**config.mk**
```make
export PLATFORM = sky130hd
export DESIGN_NAME = pfxa_ctrl
export DESIGN_NICKNAME = d
export VERILOG_FILES = /design/src/rtl/core/pfxa_pkg.sv /design/src/rtl/core/pfxa_ctrl.sv
export SDC_FILE = /design/constraint.sdc
export NUM_CORES = 1
export LEC_CHECK = 0
export BUFFER_PORTS_ARGS = -buffer_cell sky130_fd_sc_hd__buf_4
export CAP_MARGIN = 5
export CORE_AREA = 3 3 40 42
export DETAILED_ROUTE_END_ITERATION = 10
export DIE_AREA = 0 0 43 45
export PLACE_DENSITY = 0.39
export SLEW_MARGIN = 25
export SYNTH_ARGS = -nofsm -noshare
export SYNTH_HDL_FRONTEND = slang
export SYNTH_SLANG_ARGS = --single-unit
```
**constraint.sdc**
```tcl
create_clock -name clk -period 2.5 [get_ports clk]
set_clock_uncertainty 0.1 [all_clocks]
set_input_delay 0.375 -clock clk [delete_from_list [all_inputs] [get_ports clk]]
set_output_delay 0.375 -clock clk [all_outputs]
set_load 0.01 [all_outputs]
```
**src/rtl/core/pfxa_pkg.sv**
```systemverilog
// pfxa_pkg: types, op codes and command structs for the fixed-point alu
// no dependencies
`default_nettype none
package pfxa_pkg;

    localparam int unsigned XLEN = 64;
    localparam int unsigned IMM_W = 16;
    localparam int unsigned HALF = 32;

    typedef enum logic [5:0] {
        OP_ADD = 6'd0, OP_ADDC = 6'd1, OP_ADDE = 6'd2, OP_ADDI = 6'd3,
        OP_ADDIC = 6'd4, OP_ADDIC_R = 6'd5, OP_ADDIS = 6'd6, OP_ADDME = 6'd7,
        OP_ADDZE = 6'd8, OP_AND = 6'd9, OP_ANDC = 6'd10, OP_ANDI = 6'd11,
        OP_ANDIS = 6'd12, OP_CNTLZD = 6'd13, OP_CNTLZW = 6'd14, OP_DIVD = 6'd15,
        OP_DIVDU = 6'd16, OP_DIVW = 6'd17, OP_DIVWU = 6'd18, OP_EQV = 6'd19,
        OP_EXTSB = 6'd20, OP_EXTSH = 6'd21, OP_EXTSW = 6'd22, OP_MULHD = 6'd23,
        OP_MULHDU = 6'd24, OP_MULHW = 6'd25, OP_MULHWU = 6'd26, OP_MULLD = 6'd27,
        OP_MULLI = 6'd28, OP_MULLW = 6'd29, OP_NAND = 6'd30, OP_NEG = 6'd31,
        OP_NOR = 6'd32, OP_OR = 6'd33, OP_ORC = 6'd34, OP_ORI = 6'd35,
        OP_ORIS = 6'd36, OP_SUBF = 6'd37, OP_SUBFC = 6'd38, OP_SUBFE = 6'd39,
        OP_SUBFIC = 6'd40, OP_SUBFME = 6'd41, OP_SUBFZE = 6'd42, OP_XOR = 6'd43,
        OP_XORI = 6'd44, OP_XORIS = 6'd45
    } op_t;

    localparam logic [1:0] CR_NEG = 2'd0;
    localparam logic [1:0] CR_POS = 2'd1;
    localparam logic [1:0] CR_ZERO = 2'd2;

    typedef struct packed {
        logic [5:0]       op;
        logic [XLEN-1:0]  first_operand;
        logic [XLEN-1:0]  second_operand;
        logic [IMM_W-1:0] immediate;
        logic             ra_is_zero;
        logic             overflow_enable;
        logic             record_enable;
    } in_item_t;

    typedef struct packed {
        logic [XLEN-1:0] result;
        logic            write_enable;
        logic            cr0_valid;
        logic [1:0]      cr0_code;
        logic            carry_out;
        logic            overflow_out;
        logic            summary_overflow_out;
    } out_item_t;

    typedef enum logic [2:0] {
        ST_IDLE, ST_MUL, ST_DIV, ST_FIN, ST_OUT
    } state_t;

    // controller to datapath
    typedef struct packed {
        logic load;
        logic mul_step;
        logic div_step;
        logic finish;
    } cmd_t;

    // datapath to controller
    typedef struct packed {
        logic is_mul;
        logic is_div;
        logic mul_done;
        logic div_done;
    } status_t;

endpackage
`default_nettype wire

```
**src/rtl/core/pfxa_ctrl.sv**
```systemverilog
// pfxa_ctrl: sequencer for load, multiply, divide, finish and output hold
// depends on pfxa_pkg
`default_nettype none
module pfxa_ctrl (
    input  wire logic            clk,
    input  wire logic            rst_n,
    input  wire logic            in_valid,
    output logic                 in_ready,
    output logic                 out_valid,
    input  wire logic            out_ready,
    output pfxa_pkg::cmd_t       cmd,
    input  wire pfxa_pkg::status_t sts
);
    import pfxa_pkg::*;

    state_t state_reg, state_next;

    // state register
    always_ff @(posedge clk or negedge rst_n)
    begin
        if (!rst_n)
            state_reg <= ST_IDLE;
        else
            state_reg <= state_next;
    end

    // next state
    always_comb
    begin
        state_next = state_reg;
        unique case (state_reg)
            ST_IDLE:
            begin
                if (in_valid)
                    state_next = ST_FIN;
                if (in_valid && sts.is_mul)
                    state_next = ST_MUL;
                if (in_valid && sts.is_div)
                    state_next = ST_DIV;
            end
            ST_MUL:  if (sts.mul_done) state_next = ST_FIN;
            ST_DIV:  if (sts.div_done) state_next = ST_FIN;
            ST_FIN:  state_next = ST_OUT;
            ST_OUT:  if (out_ready) state_next = ST_IDLE;
            default: state_next = ST_IDLE;
        endcase
    end

    // outputs
    always_comb
    begin
        in_ready = 1'b0;
        out_valid = 1'b0;
        cmd = '0;
        unique case (state_reg)
            ST_IDLE:
            begin
                in_ready = 1'b1;
                cmd.load = in_valid;
            end
            ST_MUL:  cmd.mul_step = 1'b1;
            ST_DIV:  cmd.div_step = 1'b1;
            ST_FIN:  cmd.finish = 1'b1;
            ST_OUT:  out_valid = 1'b1;
            default: ;
        endcase
    end

endmodule
`default_nettype wire

```
* After elaboration in Yosys (flattened, before gate mapping)
Cells that the tools add are included.
** Word-level totals
- Register bits after elaboration :: 3
- Output and inout port bits :: 6
- Input bits :: 8
** Operators by class
- Muxes and demuxes :: 13
- Reductions and logical operators :: 4
- Eq/ne operators :: 8
** Operators with widths (count)
- $mux 3 :: 6
- $pmux 3 s5 :: 1
- $eq 3x2->1 const B :: 2
- $mux 1 :: 6
- $ne 2x2->1 const B :: 3
- $ne 4x4->1 const B :: 1
- $reduce_and 4->1 :: 1
- $eq 3x1->1 const B :: 1
- $eq 3x3->1 const B :: 1
- $logic_not 3->1 :: 1
- $logic_and 1x1->1 :: 2

* Longest topological paths before layout
- Depth in word-level cells :: 4
- Gate-level depth with buffers :: 3
- Depth with buffers taken out :: 3

* Worst setup path before layout
OpenSTA, ideal clock, no wires.
- Kind :: register -> output
- From :: register state_reg[0]
- To :: output cmd[3] in the netlist's numbering
- Data required time :: 2.025 ns
- Data arrival time :: 0.996 ns
- Stages on the path, launching flop included :: 3
- Path slack :: 1.029 ns
- Path buffers :: 0
- Path through :: dfrtp_1 nor3_1 and2_1
** RTL lines
- start: declaration :: line pfxa_ctrl.sv:16 : state_t state_reg, state_next;
- start signal: assignment :: line pfxa_ctrl.sv:24 : state_reg <= state_next;
- end: declaration :: line pfxa_ctrl.sv:11 : output pfxa_pkg::cmd_t cmd,

==> results.sh <==
export IMPL_status="finished, final reports clean"
export IMPL_r2r_setup_slack_ps=1450
export IMPL_track_usage_pct=6.00
export IMPL_start_util_pct=15.1
export IMPL_area_growth_pct=74.8
export IMPL_final_setup_worst_slack_ps=865
export IMPL_worst_ep_required_time_ps=2030
export IMPL_final_cell_mix="buf_4 (13), nand2b_1 (3), inv_1 (3), clkbuf_4 (3), dfrtp_1 (3)"
export IMPL_max_slew_margin_pct=84.0
export IMPL_finalSetupViolations=0
export IMPL_wl_um=494
export IMPL_nets=48
export IMPL_arrival_ps=1160
export IMPL_row_count=13
export IMPL_final_common_cell="buf_4"
export IMPL_die_height_um=45
export IMPL_ant_nets=0
export IMPL_die_x_um=43
export IMPL_clkSinkCount=3
export IMPL_clk_pin_slew_ps=30
export IMPL_ys_ff_latch=3
export IMPL_tightest_slew_ps=240
export IMPL_cts_tree="yes"
export IMPL_design_core_area_um2=1280
export IMPL_die_area_um2=1940
export IMPL_vias_per_cell=3.81
export IMPL_power_density_nw_per_um2=1160
export IMPL_hold_buffers=1
export IMPL_syn_inst=22
export IMPL_cp_slowest_cell="dfrtp_1"
export IMPL_first_global_vias=203
export IMPL_final_seq_area_um2=75.1
export IMPL_clk_path_buf_depth=2
export IMPL_max_cap_violations=0
export IMPL_num_antenna_cells=0
export IMPL_worst_setup_path_start_kind="flop"
export IMPL_vias=206
export IMPL_peakVddDrop_mv=0.208
export IMPL_critical_path_class="flop to output port"
export IMPL_cts_htree_levels=1
export IMPL_synthTopCellsByArea="dfrtp_1 (39%), nand2b_1 (9.7%), inv_1 (5.8%)"
export IMPL_fillers=147
export IMPL_drt_initial_drc_count=2
export IMPL_synth_area_leader_cell="dfrtp_1"
export IMPL_syn_cell_area_um2=194
export IMPL_synth_fp_nets=30
export IMPL_hpwl_um=445
export IMPL_max_freq_mhz=611
export IMPL_drive_gt1_share_pct=46.2
export IMPL_root_buffer="clkbuf_4"
export IMPL_grt_pass1_wl_um=834
export IMPL_multi_input_area_um2=100
export IMPL_finalPower_mw=0.392
export IMPL_crit_path_max_incr_delay_ps=430
export IMPL_clock_latency_ps=230
export IMPL_ys_seq_area_share_pct=38.7
export IMPL_hold_class="primary input to flop"
export IMPL_drv_slew=0
export IMPL_largest_reg_flops=3
export IMPL_postCtsResizedCells=0
export IMPL_post_cts_buffers=0
export IMPL_critPathMaxFanout=7
export IMPL_rsz0062_at_grt="no"
export IMPL_fin_util_pct=26.4
export IMPL_ios=14
export IMPL_p_leak_nw=0.182
export IMPL_overflow=0
export IMPL_grt_antenna_before_repair=0
export IMPL_fin_crit_ps=1640
export IMPL_yosysWarnings=0
export IMPL_postSynthAreaPerCell_um2=8.82
export IMPL_cts_buffers=3
export IMPL_grt_max_degree=9
export IMPL_final_setup_tns_ps=0
export IMPL_yosysTopAreaCellShare_pct=38.7
export IMPL_min_period_over_period_pct=65.4
export IMPL_io_buffers=13
export IMPL_pre_cts_slack_ps=1090
export IMPL_finalHoldViolCount=0
export IMPL_routabilityCongestion=0.650
export IMPL_wl_per_cell_um=9.15
export IMPL_path_cells="nor3_1, and2_1, buf_4"
export IMPL_drc_errors=0
export IMPL_synth_distinct_cells=16
export IMPL_critPathCaptureType="output port"
export IMPL_first_pass_iters=4
[power breakdown]
group / internal, mW / switching [mW] / total (mW)
logic: 0.115 / 0.0786 / 0.194
clock network: 0.0596 / 0.0213 / 0.0809
registers: 0.0737 / 0.0437 / 0.117
[cell families after synthesis]
family | share of synthesized area, %
AOI/OAI and AO/OA | 18.1
and+or+nand+nor | 33.6
DFF | 38.7
buffers and inverters | 9.68
[per-layer routing]
layer | routed length (um) | track usage (%) | part of all wire (%) | vias to the layer above
li1 | - | - | - | 109
met1 | 182 | 5.78 | 37 | 92
met2 | 283 | 10.5 | 57 | 5
met3 | 27 | 2.79 | 5.5 | 0
met4 | 0 | 3.61 | 0 | 0
met5 | 0 | 0 | 0 | -
[cell usage after synthesis]
cell and n:
buf_4 1, nor3_1 1, a221oi_1 1, dfrtp_1 3
and2_1 1, nor2_2 1, and3b_1 1, nand2b_1 3
a21o_1 1, inv_1 3, o21ai_0 1, a21oi_1 1
and2_4 1, nor2_1 1, o32ai_1 1, nor3b_1 1
[metrics by stage]
step	cells	area (um2)	hold WS, ps
2_1_floorplan	22	194	-20.6
3_3_place_gp	49	303	65.2
3_5_place_dp	49	303	65.9
4_1_cts	54	339	325
5_1_grt	54	339	331
6_report	54	339	327
[final timing paths]
path | start | to | cells after the start
min in group asynchronous | rst_n | state_reg[1] | 2
worst max register to register | state_reg[1] | state_reg[1] | 2
max in group asynchronous | rst_n | state_reg[0] | 2
worst max-delay path | state_reg[0] | cmd[3] | 3
worst min register to register | state_reg[2] | state_reg[1] | 1
worst min-delay path | out_ready | state_reg[2] | 3
[final cells by class]
type	instances	share of cell area [%]
timing repair buffer	14	31.7
multi-input combinational	15	29.5
sequential	3	22.1
clock buffer	4	7.75
tap	15	5.54
inverter	3	3.32
[worst max-delay path, delay by kind of cell, from the launching register on]
family | cells | cell delay (ps)
DFF | 1 | 430
and+or+nand+nor | 2 | 390
buffers and inverters | 1 | 110
Power figures use the tool's default switching activity.
